File: config.mk
export PLATFORM = sky130hd
export DESIGN_NAME = hybrid_radix4_log_approx_multiplier_top
export DESIGN_NICKNAME = d
export VERILOG_FILES = /design/src/hrlam_pkg.sv /design/src/hrlam_log_path.sv /design/src/hybrid_radix4_log_approx_multiplier_top.sv
export VERILOG_INCLUDE_DIRS = /design/src /design/src/src
export SDC_FILE = /design/constraint.sdc
export NUM_CORES = 1
export LEC_CHECK = 0
export BUFFER_PORTS_ARGS = -buffer_cell sky130_fd_sc_hd__buf_2
export CAP_MARGIN = 10
export CORE_MARGIN = 2
export CORE_UTILIZATION = 61
export CTS_BUF_LIST = sky130_fd_sc_hd__clkbuf_16
export DETAILED_ROUTE_END_ITERATION = 16
export GPL_ROUTABILITY_DRIVEN = 1
export PLACE_DENSITY_LB_ADDON = 0.05
export SYNTH_ARGS = -nofsm -noshare
export SYNTH_HDL_FRONTEND = slang
export SYNTH_HIERARCHICAL = 1
export SYNTH_SLANG_ARGS = --single-unit
File: constraint.sdc
create_clock -name clk -period 12.14 [get_ports clk]
set_input_delay 0 -clock clk [delete_from_list [all_inputs] [get_ports clk]]
set_output_delay 0 -clock clk [all_outputs]
set_load 0.01 [all_outputs]
File: src/hybrid_radix4_log_approx_multiplier_top_assert.svh
// assertion macros included by the top-level rtl file
`ifndef HYBRID_RADIX4_LOG_APPROX_MULTIPLIER_TOP_ASSERT_SVH
`define HYBRID_RADIX4_LOG_APPROX_MULTIPLIER_TOP_ASSERT_SVH

// same-cycle implication under reset
`define HRLAM_ASSERT_NOW(lbl, ante, cons) \
  lbl: assert property (@(posedge clk) disable iff (!rst_n) (ante) |-> (cons)) \
    else $error("assertion failed");

// next-cycle implication under reset
`define HRLAM_ASSERT_NEXT(lbl, ante, cons) \
  lbl: assert property (@(posedge clk) disable iff (!rst_n) (ante) |=> (cons)) \
    else $error("assertion failed");

`endif

File: src/hrlam_pkg.sv
`timescale 1ns / 1ps
`default_nettype none

package hrlam_pkg;

  localparam int OPND_W = 16;
  localparam int PROD_W = 32;
  localparam int LOW_W  = 15;
  localparam int MANT_W = 4;
  localparam int LOG_FRAC_W = 15;

  localparam logic [MANT_W-1:0] MANT_KEEP_RESET = 4'd3;
  localparam logic [MANT_W-1:0] MANT_KEEP_MIN   = 4'd1;

  typedef enum logic [0:0] {
    REG_MANT_KEEP = 1'b0
  } reg_idx_t;

  typedef struct packed {
    logic signed [LOW_W-1:0]  low;
    logic signed [OPND_W-1:0] mult;
    logic [MANT_W-1:0]        keep_bits;
  } log_opnd_t;

endpackage

`default_nettype wire

File: src/hrlam_log_path.sv
`timescale 1ns / 1ps
`default_nettype none

module hrlam_log_path (
  input  wire hrlam_pkg::log_opnd_t          opnd,
  output logic [hrlam_pkg::PROD_W-1:0]       mag_out
);

  function automatic logic [3:0] lead_pos(input logic [15:0] v);
    logic [3:0] p;
    p = 4'd0;
    for (int i = 1; i < 16; i++) begin
      if (v[i]) begin
        p = 4'(i);
      end
    end
    return p;
  endfunction

  logic        a_neg, b_neg, is_zero;
  logic [13:0] ma;
  logic [14:0] mb;
  logic [3:0]  ka, kb;
  logic [15:0] xa, xb;
  logic [14:0] keep, rbit, ya, yb;
  logic [15:0] s;
  logic [4:0]  kl;
  logic [43:0] shifted;
  logic [31:0] mag;

  always_comb begin
    is_zero = (opnd.low == '0) || (opnd.mult == '0);
    a_neg   = opnd.low[hrlam_pkg::LOW_W-1];
    b_neg   = opnd.mult[hrlam_pkg::OPND_W-1];
    // one's complement magnitudes
    ma = a_neg ? 14'(~opnd.low) : 14'(opnd.low);
    mb = b_neg ? 15'(~opnd.mult) : 15'(opnd.mult);
    ka = lead_pos({2'b00, ma});
    kb = lead_pos({1'b0, mb});
    xa = 16'({2'b00, ma} << (4'd15 - ka));
    xb = 16'({1'b0, mb} << (4'd15 - kb));
    for (int i = 0; i < hrlam_pkg::LOG_FRAC_W; i++) begin
      keep[i] = (5'(i) + {1'b0, opnd.keep_bits}) >= 5'd16;
      rbit[i] = (5'(i) + {1'b0, opnd.keep_bits}) == 5'd15;
    end
    ya = (xa[14:0] & keep) | rbit;
    yb = (xb[14:0] & keep) | rbit;
    s  = {1'b0, ya} + {1'b0, yb};
    kl = {1'b0, ka} + {1'b0, kb} + {4'd0, s[15]};
    // fixed-point antilog
    shifted = {28'd0, 1'b1, s[14:0]} << kl;
    mag     = {3'd0, shifted[43:15]};
    if (is_zero) begin
      mag_out = '0;
    end else if (a_neg ^ b_neg) begin
      mag_out = ~mag;
    end else begin
      mag_out = mag;
    end
  end

endmodule

`default_nettype wire

File: src/hybrid_radix4_log_approx_multiplier_top.sv
`timescale 1ns / 1ps
`default_nettype none

// channel   | handshake                    | payload
// ----------+------------------------------+----------------------------------
// input     | in_valid / in_ready          | in_multiplicand, in_multiplier
// result    | out_valid / out_ready        | out_product
// config    | psel penable pwrite pready   | paddr, pwdata, prdata
//
// one request per cycle sustained while the result channel is not stalled
// stage one is the input register, stage two the result register
// all arithmetic sits between the two in a single pass
// reset (rst_n, sync) empties both stages and sets mantissa_keep_bits to 3
// a stalled result holds stage two; stage one still takes one more request

module hybrid_radix4_log_approx_multiplier_top (
  input  wire                                      clk,
  input  wire                                      rst_n,
  input  wire                                      in_valid,
  output logic                                     in_ready,
  input  wire signed [hrlam_pkg::OPND_W-1:0]       in_multiplicand,
  input  wire signed [hrlam_pkg::OPND_W-1:0]       in_multiplier,
  output logic                                     out_valid,
  input  wire                                      out_ready,
  output logic signed [hrlam_pkg::PROD_W-1:0]      out_product,
  input  wire                                      psel,
  input  wire                                      penable,
  input  wire                                      pwrite,
  input  wire [2:0]                                paddr,
  input  wire [31:0]                               pwdata,
  output logic [31:0]                              prdata,
  output logic                                     pready
);

`include "hybrid_radix4_log_approx_multiplier_top_assert.svh"

  logic [hrlam_pkg::MANT_W-1:0] mant_keep_r, mant_keep_nxt;
  hrlam_pkg::reg_idx_t          reg_idx;
  logic                         cfg_wr;

  assign pready  = 1'b1;
  assign reg_idx = hrlam_pkg::reg_idx_t'(paddr[2]);
  assign cfg_wr  = psel && penable && pwrite && pready;

  always_comb begin
    mant_keep_nxt = mant_keep_r;
    prdata        = '0;
    unique case (reg_idx)
      hrlam_pkg::REG_MANT_KEEP: begin
        prdata = {28'd0, mant_keep_r};
        if (cfg_wr) begin
          mant_keep_nxt = pwdata[hrlam_pkg::MANT_W-1:0];
        end
      end
      default: begin
        prdata = '0;
      end
    endcase
  end

  always_ff @(posedge clk) begin
    if (!rst_n) begin
      mant_keep_r <= hrlam_pkg::MANT_KEEP_RESET;
    end else begin
      mant_keep_r <= mant_keep_nxt;
    end
  end

  // pipeline control
  logic s1_valid_r, s1_valid_nxt;
  logic out_valid_r, out_valid_nxt;
  logic adv;
  logic signed [hrlam_pkg::OPND_W-1:0] s1_multiplicand_r, s1_multiplier_r;
  logic signed [hrlam_pkg::PROD_W-1:0] out_product_r, out_product_nxt;

  assign adv       = !out_valid_r || out_ready;
  assign in_ready  = !s1_valid_r || adv;
  assign out_valid = out_valid_r;
  assign out_product = out_product_r;

  always_comb begin
    s1_valid_nxt  = in_ready ? in_valid : s1_valid_r;
    out_valid_nxt = adv ? s1_valid_r : out_valid_r;
  end

  always_ff @(posedge clk) begin
    if (!rst_n) begin
      s1_valid_r  <= 1'b0;
      out_valid_r <= 1'b0;
    end else begin
      s1_valid_r  <= s1_valid_nxt;
      out_valid_r <= out_valid_nxt;
    end
  end

  always_ff @(posedge clk) begin
    if (in_valid && in_ready) begin
      s1_multiplicand_r <= in_multiplicand;
      s1_multiplier_r   <= in_multiplier;
    end
    if (s1_valid_r && adv) begin
      out_product_r <= out_product_nxt;
    end
  end

  // radix-4 split: x = digit * 2^14 + low, low in -8192..8192
  logic [13:0]                         low_u;
  logic signed [hrlam_pkg::LOW_W-1:0]  low;
  logic [16:0]                         diff;
  logic signed [2:0]                   digit;
  logic signed [18:0]                  pp1;
  logic [31:0]                         hi32, hi_adj;
  logic [hrlam_pkg::MANT_W-1:0]        w_eff;
  hrlam_pkg::log_opnd_t                log_opnd;
  logic [hrlam_pkg::PROD_W-1:0]        log_mag;

  always_comb begin
    low_u = s1_multiplicand_r[13:0];
    if (low_u == 14'h2000 && !s1_multiplicand_r[15]) begin
      low = 15'sh2000;
    end else begin
      low = {low_u[13], low_u};
    end
    diff  = {s1_multiplicand_r[15], s1_multiplicand_r} - {{2{low[14]}}, low};
    digit = diff[16:14];
    pp1   = digit * s1_multiplier_r;
    hi32  = {{13{pp1[18]}}, pp1};
    hi_adj = pp1[18] ? ((hi32 - 32'd1) | 32'd1) : hi32;
    w_eff = (mant_keep_r == '0) ? hrlam_pkg::MANT_KEEP_MIN : mant_keep_r;
    log_opnd.low       = low;
    log_opnd.mult      = s1_multiplier_r;
    log_opnd.keep_bits = w_eff;
    out_product_nxt = signed'((hi_adj << 14) + log_mag);
  end

  hrlam_log_path u_log_path (
    .opnd    (log_opnd),
    .mag_out (log_mag)
  );

  `HRLAM_ASSERT_NOW(a_stall_blocks_input, s1_valid_r && out_valid_r && !out_ready, !in_ready)
  `HRLAM_ASSERT_NEXT(a_stage_moves, s1_valid_r && adv, out_valid_r)
  `HRLAM_ASSERT_NEXT(a_zero_mult, s1_valid_r && adv && s1_multiplier_r == '0, out_product_r == '0)
  `HRLAM_ASSERT_NEXT(a_empty_pipe_idle, !s1_valid_r && !in_valid && adv, !out_valid_r)

endmodule

`default_nettype wire
**Word-level counts from Yosys, hierarchy flattened**

Cells that the tools add are included.

- Bits in read-only memories: 0
- Word-level logic and storage cells: 122
- Bits in registers: 70
- Bits in latches: 0
- RAM bits: 0
- Output and inout bits: 67
- Memories: 0

- Mux-type cells: 35
- Div/mod/pow operators: 0
- Bitwise operators: 9
- Multiply operators: 1
- Equal/unequal tests: 16
- $add $sub $neg: 22
- $lt $le $gt $ge: 15
- Shift operators: 3
- Reduce and logical (&&, ||, !) cells: 15

Operators by type and width:

| cell | number |
|---|---|
| 5-bit by 4-bit == test with 1-bit output, second input constant | 14 |
| 5-bit >= comparator, second input constant | 14 |
| 32-bit 2-to-1 mux | 2 |
| 4-bit 2-to-1 mux | 15 |
| 16-bit by 5-bit << shifter with 44-bit output | 1 |
| 4-bit by 4-bit adder with 5-bit output, first input constant | 7 |
| 32-bit adder | 1 |
| 29-bit NOT with 32-bit output | 1 |
| 15-bit AND | 2 |
| 15-bit 2-to-1 mux | 2 |
| 15-bit OR | 2 |
| 3-bit 2-to-1 mux | 8 |
| 3-bit by 4-bit adder with 5-bit output, first input constant | 4 |
| 3-bit by 16-bit multiplier with 19-bit output | 1 |
| 18-bit 2-to-1 mux | 1 |
| 18-bit by 2-bit subtractor with 18-bit output, second input constant | 1 |
| 16-bit by 15-bit subtractor with 17-bit output | 1 |
| 15-bit by 15-bit adder with 16-bit output | 1 |
| 16-bit logical NOT | 1 |
| 15-bit logical NOT | 1 |
| 15-bit NOT | 1 |
| 14-bit by 4-bit << shifter with 15-bit output | 1 |
| 15-bit by 4-bit << shifter with 15-bit output | 1 |
| 14-bit == test, second input constant | 1 |
| other kinds (18) | 32 |

**Logic depth before layout (Yosys ltp)**

Gate-level depths: netlist of run 1.

- Word-level depth: 29
- Mapped depth: 46

**Modules after synthesis**

Netlist of run 1, hierarchy kept.

By module, submodules not included:

| module | instances | cells each | area an instance (µm²) | seq. area each (µm²) |
|---|---|---|---|---|
| hybrid_radix4_log_approx_multiplier_top | 1 | 487 | 5,313.8 | 2,042.0 |
| hrlam_log_path | 1 | 816 | 5,246.3 | 0.0 |

**Worst setup path after synthesis of run 1**

No wires, ideal clock.

- Kind: register to register
- Start point: register s1_multiplicand_r[2] (netlist bit)
- End point: register out_product_r, in the netlist out_product[31] (data pin)
- Period minus slack after synthesis: 9.204 ns
- Arrival: 8.937 ns
- Stages on the path, launching flop included: 45
- Data required time: 11.872 ns
- Path slack: 2.936 ns
- Path buffers: 5
- Library setup time: 0.268 ns
- Cells stage by stage: edfxtp_1 > nor4_1 > nand4_1 > nand2_1 > inv_1 > buf_2 > nor2_1 > nand2_1 > o21ai_0 > a21oi_1 > a31oi_2 > a21oi_4 > buf_4 > mux2i_1 > xnor2_1 > o21ai_0 > o31ai_1 > ha_1 > [9 not listed] > fa_1 > clkbuf_1 > inv_1 > clkbuf_1 > mux2_2 > mux2i_1 > nor2_1 > o21ai_0 > mux2i_1 > ha_1 > and3_1 > a221oi_1 > inv_1 > a21oi_1 > a31oi_1 > a21o_1 > a21oi_1 > xnor3_1

RTL lines:

| element | RTL line | text |
|---|---|---|
| from (decl) | hybrid_radix4_log_approx_multiplier_top.sv:73 | `logic signed [hrlam_pkg::OPND_W-1:0] s1_multiplicand_r, s1_multiplier_r;` |
| from (signal assigned) | hybrid_radix4_log_approx_multiplier_top.sv:98 | `s1_multiplicand_r <= in_multiplicand;` |
| 14-bit == test * | hybrid_radix4_log_approx_multiplier_top.sv:119 | `if (low_u == 14'h2000 && !s1_multiplicand_r[15]) begin` |
| 1-bit logical AND * | hybrid_radix4_log_approx_multiplier_top.sv:119 |  |
| 15-bit 2-to-1 mux * | hybrid_radix4_log_approx_multiplier_top.sv:119 |  |
| net low (one bit) | hybrid_radix4_log_approx_multiplier_top.sv:108 | `logic signed [hrlam_pkg::LOW_W-1:0] low;` |
| 14-bit 2-to-1 mux | hrlam_log_path.sv:36 | `ma = a_neg ? 14'(~opnd.low) : 14'(opnd.low);` |
| 1-bit 2-to-1 mux | hrlam_log_path.sv:13 | `if (v[i]) begin` |
| 2-bit 2-to-1 mux (2 in a row) | hrlam_log_path.sv:13 |  |
| 3-bit 2-to-1 mux (4 in a row) | hrlam_log_path.sv:13 |  |
| [11 not listed] | - |  |
| 5-bit by 1-bit adder with 5-bit output | hrlam_log_path.sv:49 | `kl = {1'b0, ka} + {1'b0, kb} + {4'd0, s[15]};` |
| 16-bit by 5-bit << shifter with 44-bit output | hrlam_log_path.sv:51 | `shifted = {28'd0, 1'b1, s[14:0]} << kl;` |
| 29-bit NOT with 32-bit output | hrlam_log_path.sv:56 | `mag_out = ~mag;` |
| 32-bit 2-to-1 mux | hrlam_log_path.sv:55 | `end else if (a_neg ^ b_neg) begin` |
| 32-bit 2-to-1 mux * | hrlam_log_path.sv:53 | `if (is_zero) begin` |
| net log_mag (one bit) | hybrid_radix4_log_approx_multiplier_top.sv:115 | `logic [hrlam_pkg::PROD_W-1:0] log_mag;` |
| 32-bit adder * | hybrid_radix4_log_approx_multiplier_top.sv:133 | `out_product_nxt = signed'((hi_adj << 14) + log_mag);` |
| net out_product_nxt (one bit) | hybrid_radix4_log_approx_multiplier_top.sv:74 | `logic signed [hrlam_pkg::PROD_W-1:0] out_product_r, out_product_nxt;` |
| to (signal assigned) | hybrid_radix4_log_approx_multiplier_top.sv:102 | `out_product_r <= out_product_nxt;` |
| to (decl) | hybrid_radix4_log_approx_multiplier_top.sv:74 |  |

Mark *: on every way through the listed nets, which the timed path passes. The rest lies on a longest branch.
A chain may end at the register's enable or synchronous reset.

**Worst setup path after layout of run 1**

- Start point: register s1_multiplicand_r[12] (netlist bit)
- End point: register out_product_r, in the netlist out_product[31] (data pin)

Same word-level chain as after synthesis.

==> metrics.log, run 1 <==
INFO  metric regToRegSetupSlack = between 1 and 1.5 ns
INFO  metric synth_most_common_cell = sky130_fd_sc_hd__nor2_1
INFO  metric worst_ep_arrival_time = approximately 11 ns
INFO  metric r2r_start = s1_multiplicand_r[12]$_DFFE_PP_
INFO  metric max_slew_margin = 0.206
INFO  metric cap_violations = 0
INFO  metric max_freq = around 0.094 GHz
INFO  metric grt_setup_unrepaired = no
INFO  metric endpoint = out_product[31]$_DFFE_PP_
INFO  metric initial_utilization = 0.617
INFO  metric buffers_on_ports = roughly 80
INFO  metric timing.rr.end = out_product[31]$_DFFE_PP_
INFO  metric power_density = around 160 nW/um^2
INFO  metric vias = 9737
INFO  metric slowest_stage = sky130_fd_sc_hd__fa_1
INFO  metric register_area = ~2000 sq um
INFO  metric ios = around 140
INFO  metric detail_route.iter0.violations = 866
INFO  metric worst-endpoint-required = 12.23 ns
INFO  metric grt-ovfl-total = 0
INFO  metric max-vdd-ir-drop = approximately 140 uV
INFO  metric final_util = 0.674
INFO  metric drt-wirelength-per-cell = 17.0 um
INFO  metric power = 1.86 mW
INFO  metric synth_flop_cell = sky130_fd_sc_hd__edfxtp_1
INFO  metric fin_worst_hold_slack = between 0.02 and 0.03 ns
INFO  metric clock_tree_from_tritoncts = done
INFO  metric worst-r2r-cell-count = 41
INFO  metric synth_area = between 10000 and 15000 sq um
INFO  metric final_nets = approximately 1500
INFO  metric syn_inst = roughly 1300
INFO  metric core.rowCount = 48
INFO  metric placer_congestion = between 0.9 and 1
INFO  metric floorplan.die_area = approximately 18000 sq um
INFO  metric worstHoldPathType = in2reg
INFO  metric postRouteAntennaNets = 0
INFO  metric synth_top_cells_by_area = sky130_fd_sc_hd__edfxtp_1, sky130_fd_sc_hd__ha_1, sky130_fd_sc_hd__mux2i_1
INFO  metric max_stage_delay = between 0.6 and 0.7 ns
INFO  metric synth.yosys.seq_area_share = 0.193
INFO  metric critical_path.startpoint_type = register
INFO  metric routed_wl = about 27 mm
INFO  metric place_ws = 1.57 ns
INFO  metric timing.final.crit_period = roughly 11 ns
INFO  metric initial_antenna_violation_count = 0
INFO  metric synth_enable_flop_cells = 64
INFO  metric floorplan.core_area = between 15000 and 20000 sq um
INFO  metric timing.final.crit_share = 0.879
INFO  metric crit_fanout = 19
INFO  metric post_route_cells_drive_above_1_share = 0.130
INFO  metric max-clock-path-buffers = 2
INFO  metric grt_start_max_net_pins = 41
INFO  metric clock_sink_count = 70
INFO  metric number_of_warnings_issued_by_yosys = 6
INFO  metric drt_drc_violations_left = 0
INFO  metric cts_buffers = 9
INFO  metric drt-vias-per-instance = just over 6
INFO  metric leakage = 4.99 nW
INFO  metric clk_latency = around 0.35 ns
INFO  metric grt_util_all_layers = 0.296
INFO  metric syn_avg_cell_area = approximately 8.1 sq um
INFO  metric cts.htree.levels = 3
INFO  metric master_cell_of_the_clock_root_buffer = sky130_fd_sc_hd__clkbuf_16
INFO  metric die-height = 136 um
INFO  metric fillCellCount = ~1400
INFO  metric diodes = 0
INFO  metric startpoint = s1_multiplicand_r[12]$_DFFE_PP_
INFO  metric multiInputGateArea = about 8000 sq um
INFO  metric crit_family = compound AO/OA/AOI/OAI gates
INFO  metric finalClockSkew = 0.0101 ns
INFO  metric setup.worst_path.end_class = register
INFO  metric synth_top_cell_by_area = sky130_fd_sc_hd__edfxtp_1
INFO  metric cts.clk_slew.worst_paths = roughly 0.06 ns
INFO  metric grt_pass1_vias = slightly below 9000
INFO  metric cp_num_cells = slightly above 40
INFO  metric synth.distinct_cells = about 110
INFO  metric area_delta_synth_final = 9.22%
INFO  metric finalHoldViolations = 0
INFO  metric timing.final.setup_violations = 0
INFO  metric grt_pass1_wl = about 44 mm
INFO  metric tightest_slew = 1.18 ns
INFO  metric ys_async_sr_fraction = 0
INFO  metric synth.cells.most_frequent = sky130_fd_sc_hd__nor2_1, sky130_fd_sc_hd__nand2_1, sky130_fd_sc_hd__a21oi_1, sky130_fd_sc_hd__o21ai_0, sky130_fd_sc_hd__ha_1
INFO  metric die_width = 136 um
INFO  metric post-synth-top-area-fraction = 0.182
INFO  metric hpwlAfterDp = approximately 20 mm
INFO  metric fin_tns_setup = 0 ns
INFO  metric drt_first_pass_iters = 5
INFO  metric final_max_slew_viol_count = 0
INFO  metric critPathBufInv = 5
INFO  metric synth.ff_latch_count = 70
INFO  metric timing_worst_setup_path_type = reg2reg
INFO  metric outcome = finished clean
INFO  metric postLayoutSetupSlackWorst = roughly 1.5 ns
==> cell usage in the layout (no fill, tap or decap), types with 21 or more instances in the layout <==
| cell type | Yosys | final |
|---|---|---|
| sky130_fd_sc_hd__nor2_1 | 113 | 113 |
| sky130_fd_sc_hd__nand2_1 | 102 | 102 |
| sky130_fd_sc_hd__o21ai_0 | 81 | 81 |
| sky130_fd_sc_hd__a21oi_1 | 81 | 81 |
| sky130_fd_sc_hd__buf_2 | 12 | 81 |
| sky130_fd_sc_hd__ha_1 | 72 | 72 |
| sky130_fd_sc_hd__edfxtp_1 | 64 | 64 |
| sky130_fd_sc_hd__mux2i_1 | 63 | 63 |
| sky130_fd_sc_hd__inv_1 | 50 | 52 |
| sky130_fd_sc_hd__xnor2_1 | 52 | 51 |
| sky130_fd_sc_hd__nor3_1 | 38 | 38 |
| sky130_fd_sc_hd__nor2b_1 | 39 | 38 |
| sky130_fd_sc_hd__xor2_1 | 38 | 38 |
| sky130_fd_sc_hd__dlygate4sd3_1 | 0 | 38 |
| sky130_fd_sc_hd__nand3_1 | 35 | 35 |
| sky130_fd_sc_hd__conb_1 | 2 | 29 |
| sky130_fd_sc_hd__and2_1 | 25 | 25 |
| sky130_fd_sc_hd__fa_1 | 22 | 22 |
| sky130_fd_sc_hd__a31oi_1 | 21 | 21 |
==> worst register-to-register path: cells and delay by family, from the launching register on <==
family,cells,cell delay (ns)
buffers and inverters,5,0.75
and+or+nand+nor,9,2.02
adders and majority gates,4,1.78
xor gates and xnor gates,2,0.54
DFF,1,0.50
AOI/OAI and AO/OA,19,4.24
muxes,2,0.60
==> registers in the layout (all words and copies together) (netlist names) <==
signal / flops
out_product: 32
s1_multiplier_r: 16
s1_valid_r: 1
s1_multiplicand_r: 16
mant_keep_r: 4
out_valid: 1
==> how the worst min path moves through the flow <==
stage	from	slack [ns]	endpoint	depth (start not counted)
after floorplan	paddr[2]	0.05	prdata[0]	1
after global placement	in_multiplier[14]	0.18	s1_multiplier_r[14]$_DFFE_PP_	1
after detailed placement	in_multiplicand[14]	0.18	s1_multiplicand_r[14]$_DFFE_PP_	1
after CTS	out_ready	0.01	out_valid$_SDFFE_PN0P_	3
after global routing	out_ready	0.04	out_valid$_SDFFE_PN0P_	3
final	out_ready	0.03	out_valid$_SDFFE_PN0P_	3
==> logic make-up after synthesis <==
family,synth area share
flip-flops,0.193
AND/OR/NAND/NOR,0.211
multiplexers,0.0882
buffers and inverters,0.0763
AO/OA/AOI/OAI,0.224
XOR/XNOR,0.0799
adder cells (fa/ha/maj),0.127
other,0.000711
==> metal layers <==
layer	up-vias	part of all wire	routed length, um	track usage
met3	46	0.051	1370	0.0393
met4	0	0.022	606	0.0920
met5	-	0	0	0
li1	4787	-	-	-
met1	4561	0.46	12600	0.409
met2	343	0.46	12500	0.480
==> where the power goes <==
part           leakage, nW  switching (mW)  internal, mW
clock network        0.135          0.0997         0.135
logic                 4.19           0.721         0.527
registers            0.661          0.0233         0.349
total                 4.99           0.844          1.01
==> cell type report <==
class,instances,area share
Clock inverter,7,0.00293
Timing Repair Buffer,137,0.0798
Tap cell,225,0.0244
Sequential cell,70,0.177
Multi-Input combinational cell,1089,0.678
Clock buffer,9,0.0195
Inverter,55,0.0179
==> stage by stage <==
step	std cells	cell area [sq um]
after global routing	1592	11500
final	1592	11500
after CTS	1592	11500
after floorplan	1330	10700
after global placement	1538	10900
after detailed placement	1538	10900
==> what timing repair did <==
action                                 4_1_cts  5_1_grt
endpoints found under the hold margin       38        0
buffers inserted                             0        0
hold buffers                                38        0
gates resized for setup                      0        0
Power figures use the tool's default switching activity.
==> run 2, diff against run 1 <==
CORE_ASPECT_RATIO = 2   (was unset)
REMOVE_ABC_BUFFERS = 1   (was unset)
==> run 2 against run 1 <==
  * Hold slack improved by 0.0059 ns
  * Largest power group unchanged
  * Critical path depth fell by 1
  * First-iteration DRC count is 4.5% lower
==> metrics.log, run 2 (same netlist as run 1, synthesis figures left out) <==
INFO  metric dr_wl_met3 = ~1.6 mm
INFO  metric drt_drc_violations_left = 0
INFO  metric maxUsedRoutingLayer = met4
INFO  metric max_reg_flops = 32
INFO  metric most-common-layout-cells = sky130_fd_sc_hd__nor2_1, sky130_fd_sc_hd__nand2_1, sky130_fd_sc_hd__o21ai_0, sky130_fd_sc_hd__a21oi_1, sky130_fd_sc_hd__buf_2
INFO  metric grt-ovfl-total = 0
INFO  metric floorplan.core_area = between 15000 and 20000 sq um
INFO  metric clock_tree_from_tritoncts = done
INFO  metric cts.htree.levels = 3
INFO  metric timing_worst_setup_path_type = reg2reg
INFO  metric power_density = approximately 170 nW/um^2
INFO  metric max-clock-path-buffers = 2
INFO  metric clock_sink_count = 70
INFO  metric fin_tns_setup = 0 ns
INFO  metric met2_wirelength = between 10 and 15 mm
INFO  metric finalHoldViolations = 0
INFO  metric drt-vias-per-instance = around 6.3
INFO  metric hold_fix_buffer_count_after_cts = 38
INFO  metric tightest_slew = a little over 1 ns
INFO  metric max_stage_delay = approximately 0.56 ns
INFO  metric floorplan.die_area = between 15000 and 20000 sq um
INFO  metric vias = roughly 9900
INFO  metric slowest_stage = sky130_fd_sc_hd__edfxtp_1
INFO  metric finalClockSkew = about 0.010 ns
INFO  metric worstHoldPathType = in2reg
INFO  metric setup.worst_path.end_class = register
INFO  metric max-vdd-ir-drop = approximately 110 uV
INFO  metric cts.repair_timing.setup_buffer_count = 0
INFO  metric mostFrequentLayoutCell = sky130_fd_sc_hd__nor2_1
INFO  metric fin_worst_hold_slack = ~0.035 ns
INFO  metric postRouteAntennaNets = 0
INFO  metric routed_wl = approximately 29 mm
INFO  metric critical_path.most_common_cell = sky130_fd_sc_hd__inv_1
INFO  metric outcome = finished clean
INFO  metric timing.final.setup_violations = 0
INFO  metric hpwlAfterDp = around 21 mm
INFO  metric initial_utilization = 0.618
INFO  metric grt_pass1_vias = 9491
INFO  metric die_width = about 97 um
INFO  metric instances_no_fill = 1573
INFO  metric route.layer.met1.wl = approximately 12 mm
INFO  metric fillCellCount = about 1500
INFO  metric buffers_on_ports = 81
INFO  metric diodes = 0
INFO  metric clk_latency = 0.35 ns
INFO  metric final_max_slew_viol_count = 0
INFO  metric drt_first_pass_iters = 5
INFO  metric final_util = 0.676
INFO  metric initial_antenna_violation_count = 0
INFO  metric leakage = around 5 nW
INFO  metric max_slew_margin = 0.310
INFO  metric area_delta_synth_final = 9.46%
INFO  metric critical_path.startpoint_type = register
INFO  metric final_nets = approximately 1500
INFO  metric grt_util_all_layers = 0.307
INFO  metric core.rowCount = 68
INFO  metric ios = between 100 and 150
INFO  metric number_of_placed_cells_counting_well_taps = roughly 1500
INFO  metric cts.clk_slew.worst_paths = 0.07 ns
INFO  metric crit_fanout = 17
INFO  metric drt-wirelength-per-cell = roughly 18 um
INFO  metric max_freq = a little over 0.09 GHz
INFO  metric grt_start_max_net_pins = slightly above 40
INFO  metric placer_congestion = 0.967
INFO  metric timing.final.crit_share = 0.889
INFO  metric worst_ep_arrival_time = 10.89 ns
INFO  metric die-height = roughly 190 um
INFO  metric grt_pass1_wl = ~47 mm
INFO  metric cap_violations = 0
INFO  metric timing.final.crit_period = between 10 and 15 ns
INFO  metric worst-endpoint-required = around 12 ns
INFO  metric master_cell_of_the_clock_root_buffer = sky130_fd_sc_hd__clkbuf_16
INFO  metric detail_route.iter0.violations = 827
INFO  metric post_route_cells_drive_above_1_share = 0.130
INFO  metric cts_resized = 0
INFO  metric cts_buffers = 9
INFO  metric grt_setup_unrepaired = no
## run 2: cell count changes in the layout (fill, tap and decap cells not counted), sizes merged
| cell | change |
|---|---|
| buf | -4 |
| bufinv | +2 |
| clkinv | -3 |
| clkinvlp | -1 |
| inv | +2 |
## run 2: power breakdown
group / switching (mW) / leakage [nW] / internal, mW / total, mW
logic: 0.720 / 4.18 / 0.524 / 1.24
registers: 0.0252 / 0.661 / 0.349 / 0.374
clock network: 0.118 / 0.163 / 0.183 / 0.301
total: 0.864 / 5.00 / 1.06 / 1.92
## run 2: stage by stage
| step | instance area (sq um) | power [mW] | setup WS, ns |
|---|---|---|---|
| final | 11600 | 1.92 | 1.35 |
| after global placement | 10900 | 1.56 | 1.70 |
| after CTS | 11600 | 1.91 | 1.49 |
| after detailed placement | 10900 | 1.59 | 1.57 |
| after floorplan | 10100 | 1.32 | 1.69 |
| after global routing | 11600 | 2.07 | 0.824 |
## run 2: routing by layer
| metal | GRT usage | up-vias |
|---|---|---|
| li1 | - | 4782 |
| met1 | 0.380 | 4644 |
| met2 | 0.514 | 387 |
| met3 | 0.0367 | 90 |
| met4 | 0.173 | 0 |
| met5 | 0 | - |
## run 2: cell type report
class	instances	area, sq um	share of cell area
Multi-Input combinational cell	1089	7830	0.677
Timing Repair Buffer	133	891	0.0771
Clock buffer	9	225	0.0195
Sequential cell	70	2040	0.177
Clock inverter	7	103	0.00888
Tap cell	210	263	0.0227
Inverter	55	206	0.0179
## run 2: critical path, delay by kind of cell (launching register included)
| kind | cells | cell delay (ns) |
|---|---|---|
| buf+inv | 6 | 1.35 |
| compound gates | 17 | 3.63 |
| fa+ha+maj | 4 | 1.54 |
| mux | 3 | 1.01 |
| flops | 1 | 0.56 |
| xor+xnor | 1 | 0.39 |
| simple gates | 9 | 2.00 |
## run 2: worst paths after layout
path	startpoint	to	slack, ns	cells past startpoint
hold reg to reg	mant_keep_r[0]$_SDFFE_PN1P_	mant_keep_r[0]$_SDFFE_PN1P_	0.53	2
hold / removal	out_ready	out_valid$_SDFFE_PN0P_	0.03	3
setup / recovery	s1_multiplicand_r[2]$_DFFE_PP_	out_product[31]$_DFFE_PP_	1.35	40
setup reg to reg	s1_multiplicand_r[2]$_DFFE_PP_	out_product[31]$_DFFE_PP_	1.35	40
